## src/sv/ppec_pkg.sv

```systemverilog
// Package for the pipeline performance event counter.
// Holds field widths, table depth, register indexes and the jump search types.
// No dependencies; every other file imports it.
package ppec_pkg;

  localparam int JUMP_TABLE_DEPTH = 128;
  localparam int FILL_W = $clog2(JUMP_TABLE_DEPTH + 1);

  localparam int WORD_W = 32;
  localparam int TIME_W = 48;
  localparam int ELAPSED_W = 45;
  localparam int MASK_W = 8;
  localparam int KIND_W = 4;
  localparam int COUNT_W = 32;
  localparam int DISTINCT_W = 8;
  localparam int CFG_IDX_W = 2;

  localparam int TIME_DIV = 10;
  localparam int REM_W = $clog2(TIME_DIV);
  localparam int DIV_BITS = 8;
  localparam int DIV_STEPS = TIME_W / DIV_BITS;
  localparam int DIV_CNT_W = $clog2(DIV_STEPS + 1);

  typedef enum logic [CFG_IDX_W-1:0] {
    CFG_FLUSH_MASK  = 2'd0,
    CFG_LOAD_MASK   = 2'd1,
    CFG_FIRST_MASK  = 2'd2,
    CFG_SECOND_MASK = 2'd3
  } cfg_idx_t;

  localparam logic [MASK_W-1:0] FLUSH_MASK_RST  = 8'd1;
  localparam logic [MASK_W-1:0] LOAD_MASK_RST   = 8'd1;
  localparam logic [MASK_W-1:0] FIRST_MASK_RST  = 8'd2;
  localparam logic [MASK_W-1:0] SECOND_MASK_RST = 8'd4;

  localparam logic [KIND_W-1:0] JK_NONE = 4'd0;
  localparam logic [KIND_W-1:0] JK_NEXT = 4'd1;

  typedef struct packed {
    logic              vld;
    logic [WORD_W-1:0] key;
  } ppec_tok_t;

  typedef struct packed {
    logic stop;
    logic ins;
  } ppec_evt_t;

  typedef struct packed {
    logic done;
    logic inserted;
  } ppec_stat_t;

endpackage

```

## src/sv/ppec_div10.sv

```systemverilog
// Divider of the elapsed time by ten, eight quotient bits per cycle.
// Restoring long division with a four-bit remainder.
// Depends on ppec_pkg.
module ppec_div10 (
  input  logic                           clk,
  input  logic                           rst_n,
  input  logic                           start,
  input  logic [ppec_pkg::TIME_W-1:0]    dividend,
  output logic                           busy,
  output logic [ppec_pkg::ELAPSED_W-1:0] quotient
);
  import ppec_pkg::*;

  logic [TIME_W-1:0]    q_r, q_nxt;
  logic [REM_W-1:0]     rem_r, rem_nxt;
  logic [DIV_CNT_W-1:0] cnt_r, cnt_nxt;
  logic [TIME_W-1:0]    q_step;
  logic [REM_W-1:0]     rem_step;
  logic [REM_W:0]       part;

  always_comb begin
    q_step   = q_r;
    rem_step = rem_r;
    part     = '0;
    for (int k = 0; k < DIV_BITS; k++) begin
      part   = {rem_step, q_step[TIME_W-1]};
      q_step = {q_step[TIME_W-2:0], 1'b0};
      if (part >= (REM_W+1)'(TIME_DIV)) begin
        rem_step  = REM_W'(part - (REM_W+1)'(TIME_DIV));
        q_step[0] = 1'b1;
      end else begin
        rem_step = part[REM_W-1:0];
      end
    end

    q_nxt   = q_r;
    rem_nxt = rem_r;
    cnt_nxt = cnt_r;
    if (start) begin
      q_nxt   = dividend;
      rem_nxt = '0;
      cnt_nxt = DIV_CNT_W'(DIV_STEPS);
    end else if (busy) begin
      q_nxt   = q_step;
      rem_nxt = rem_step;
      cnt_nxt = cnt_r - 1'b1;
    end
  end

  always_ff @(posedge clk) begin
    if (!rst_n) begin
      cnt_r <= '0;
    end else begin
      cnt_r <= cnt_nxt;
    end
  end

  always_ff @(posedge clk) begin
    q_r   <= q_nxt;
    rem_r <= rem_nxt;
  end

  assign busy     = (cnt_r != '0);
  assign quotient = q_r[ELAPSED_W-1:0];

endmodule

```

## config.mk

```make
export PLATFORM = sky130hd
export DESIGN_NAME = ppec_div10
export DESIGN_NICKNAME = d
export VERILOG_FILES = /design/src/sv/ppec_pkg.sv /design/src/sv/ppec_div10.sv
export SDC_FILE = /design/constraint.sdc
export NUM_CORES = 1
export LEC_CHECK = 0
export BUFFER_PORTS_ARGS = -buffer_cell sky130_fd_sc_hd__buf_2
export CORE_MARGIN = 3
export CORE_UTILIZATION = 40
export CTS_CLUSTER_SIZE = 28
export DETAILED_ROUTE_END_ITERATION = 8
export SETUP_SLACK_MARGIN = 0.5
export SYNTH_ARGS = -nofsm -noshare
export SYNTH_HDL_FRONTEND = slang
export SYNTH_SLANG_ARGS = --single-unit
```

## constraint.sdc

```tcl
create_clock -name clk -period 24.3 [get_ports clk]
set_clock_uncertainty 0.2 [all_clocks]
set_input_delay 4.86 -clock clk [delete_from_list [all_inputs] [get_ports clk]]
set_output_delay 4.86 -clock clk [all_outputs]
set_load 0.02 [all_outputs]
```

==> run summary <==
status: finished clean
nets: 491
PostCTS Resize Cnt: 0
buffer and inverter count on the worst path: 6
Initial Util: 41.4%
Core Area: 9820 um2
initial antenna violation count: 0
Mean Syn Cell Area: 10.5 um2
Final HPWL DP: 6720 um
Die H: 107 um
# H-tree levels: 2
die width: 107 um
DRC errors left: 0
CTS tree: yes
Max Slew Vio Count: 0
Crit. End Element: flop
Hold Path Class: flop to flop
main area contributors after synthesis: edfxtp_1 35%, mux2_2 11%, buf_4 8.7%
RSZ-0062 raised after global routing: no
post-synthesis cell count: 386
Avg Vias per Cell: 5.34
Crit path depth: 43
max-cap violation count: 0
Worst setup startpoint: rem_r[0]$_SDFFE_PP0P_
antenna viol nets, final: 0
share of cells above drive strength 1: 39.0%
largest net degree at the start of global routing: 54
CP max stage delay: 0.49 ns
sequential share of the synthesized area: 38.9%
die area: 11400 um2
Iter 0 DRT Violations: 192
area leader, netlist: edfxtp_1
Multi-input gate area: 1960 um2
GRT Resource Usage Total: 14.7%
CP required: 24.32 ns
vias in the first global route: 2830
global-route wire length before repair: 13800 um
sequential cell area: 1580 um2
Fin. Hold Viols: 0
Synth Warn #: 0
Critical R2R Capture: rem_r[1]$_SDFFE_PP0P_
Final setup viols: 0
R2R Setup Slk: 15.09 ns
Worst Setup EP: rem_r[1]$_SDFFE_PP0P_
Post-CTS Setup Inserts: 0
FFs w/ async S/R, synth: 0%
clock buffer depth: 2
Area Growth Syn to Fin: 8.03%
Seq cells post-synth: 55
worst-margin pin slew: 1.09 ns
headroom to the max-slew limit: 27.1%
FMAX: 109 MHz
drt pass-1 iters: 4
fill count: 995
crit path DAT: 9.23 ns
antenna fix cells: 0
largest fanout on the critical path: 9
Hold Path Depth: 1
syn_nets: 447
setup_tns: 0 ns
Final GP Congestion: 0.906
FF-to-FF path depth: 43
most frequent CP cell: ha_1
Critical-path top delay cell: dfxtp_1
Clk Latency, worst-skew pair: 0.31 ns
crit path launch type: flop
CTS sink count: 55
fin crit share: 37.9%
Worst-path clk slew: 0.11 ns
I/O pins: 97
GRT overflow: 0
Row Count: 36
hold_buf cts: 0
Avg WL per Cell: 15.7 um
cts bufs inserted: 5
Worst R2R Start: rem_r[0]$_SDFFE_PP0P_
Top delay family on crit path: compound AO/OA/AOI/OAI gates
Post-synth EDFFs: 48
WS Path Type: flop to flop
Cell Area, Synth: 4070 um2
Top FF cell, synth: edfxtp_1
synth unique cells: 75
top-area cell type share of the netlist area: 35.4%
CTS Root Cell: clkbuf_8
vias: 3012
drt total wl: 8840 um
port buffer count: 96
crit path time final: 9.21 ns
worst reg2reg max path: cells and delay by family, from the launching register on:
| family | cells | cell delay [ns] |
|---|---|---|
| AO/OA/AOI/OAI | 11 | 2.91 |
| AND/OR/NAND/NOR | 15 | 2.32 |
| adder cells (fa/ha/maj) | 8 | 2.00 |
| buffers and inverters | 6 | 0.66 |
| flip-flops | 1 | 0.49 |
| multiplexers | 1 | 0.29 |
| XOR/XNOR | 2 | 0.26 |
state kept, by name, indices dropped and copies added (netlist names):
register / cells
cnt_r: 3
q_r: 48
rem_r: 4
Yosys cell counts, types with 2 or more instances:
master	n
or3_1	3
o32ai_1	2
o221ai_1	2
a21o_1	4
o311ai_0	2
o21ai_0	7
o21ai_1	2
nor3_1	6
and2_1	3
nand3_1	11
dfxtp_1	7
o211ai_1	4
nand4_1	2
a211oi_1	3
nor2_1	20
nand2_1	18
ha_1	10
xnor2_1	4
edfxtp_1	48
a31oi_1	4
a32oi_1	2
nand3b_1	2
and3_1	7
buf_2	2
clkbuf_1	8
a21oi_1	18
nand2b_1	5
mux2i_1	8
nor2b_1	2
o21a_1	7
mux2_2	41
a221o_1	2
inv_1	27
mux2_4	2
o32a_1	3
buf_4	47
o2111ai_1	2
buf_6	2
metal layers:
layer | global-route usage, % | vias to the layer above | routed length (um)
li1 | - | 1493 | -
met1 | 19.4 | 1415 | 3840
met2 | 25.3 | 94 | 4410
met3 | 2.83 | 10 | 464
met4 | 2.92 | 0 | 119
met5 | 0 | - | 0
how the worst min path moves through the flow:
stage                       from               endpoint  slack, ns
2_1_floorplan  q_r[40]$_DFFE_PP_  rem_r[0]$_SDFFE_PP0P_       0.30
3_3_place_gp   q_r[35]$_DFFE_PP_      q_r[43]$_DFFE_PP_       0.35
3_5_place_dp    q_r[0]$_DFFE_PP_       q_r[8]$_DFFE_PP_       0.36
4_1_cts         q_r[9]$_DFFE_PP_      q_r[17]$_DFFE_PP_       0.39
5_1_grt         q_r[4]$_DFFE_PP_      q_r[12]$_DFFE_PP_       0.40
6_report        q_r[9]$_DFFE_PP_      q_r[17]$_DFFE_PP_       0.38
cells by family (layout without fill, tap and decap cells):
group / after synthesis / in the layout / share of synthesized area (%)
AOI/OAI and AO/OA: 87 / 87 / 18.2
xor gates and xnor gates: 4 / 4 / 0.861
and+or+nand+nor: 91 / 91 / 12.0
DFF: 55 / 55 / 38.9
muxes: 51 / 51 / 14.1
buffers and inverters: 88 / 133 / 12.9
adders and majority gates: 10 / 10 / 3.08
metrics by stage:
step / cell area [um2] / hold WS, ns / util [%] / cells / worst slack [ns]
after floorplan: 4070 / 0.295 / - / 386 / 16.40
after global placement: 4300 / 0.355 / 43.8 / 556 / 15.69
after detailed placement: 4300 / 0.357 / 43.8 / 556 / 15.22
after CTS: 4390 / 0.387 / 44.7 / 564 / 15.20
after global routing: 4390 / 0.403 / 44.7 / 564 / 14.26
final: 4390 / 0.383 / 44.7 / 564 / 15.09
final cells by class:
type | instances | share of cell area (%)
Inverter | 28 | 2.39
Sequential cell | 55 | 36.0
Timing Repair Buffer | 97 | 11.1
Tap cell | 133 | 3.79
Clock inverter | 3 | 0.456
Clock buffer | 5 | 1.57
Multi-Input combinational cell | 243 | 44.7
cells in the final DEF, fill, tap and decap left out, drive strengths merged, types with 4 or more instances in the layout:
master,netlist,routed
nand2b,5,5
nor2,20,20
nor3,7,7
a31oi,5,5
nand3,12,12
o211ai,5,5
xnor2,4,4
a21oi,18,18
mux2,43,43
mux2i,8,8
a21o,4,4
and2,4,4
o21a,7,7
dfxtp,7,7
nand2,18,18
clkbuf,8,5
inv,27,27
and3,7,7
ha,10,10
a211oi,5,5
edfxtp,48,48
o21ai,10,10
buf,52,97
Power is left out: the tool's default activity adds up to more than one toggle a clock period on the data nets, which glitch-free logic cannot reach.
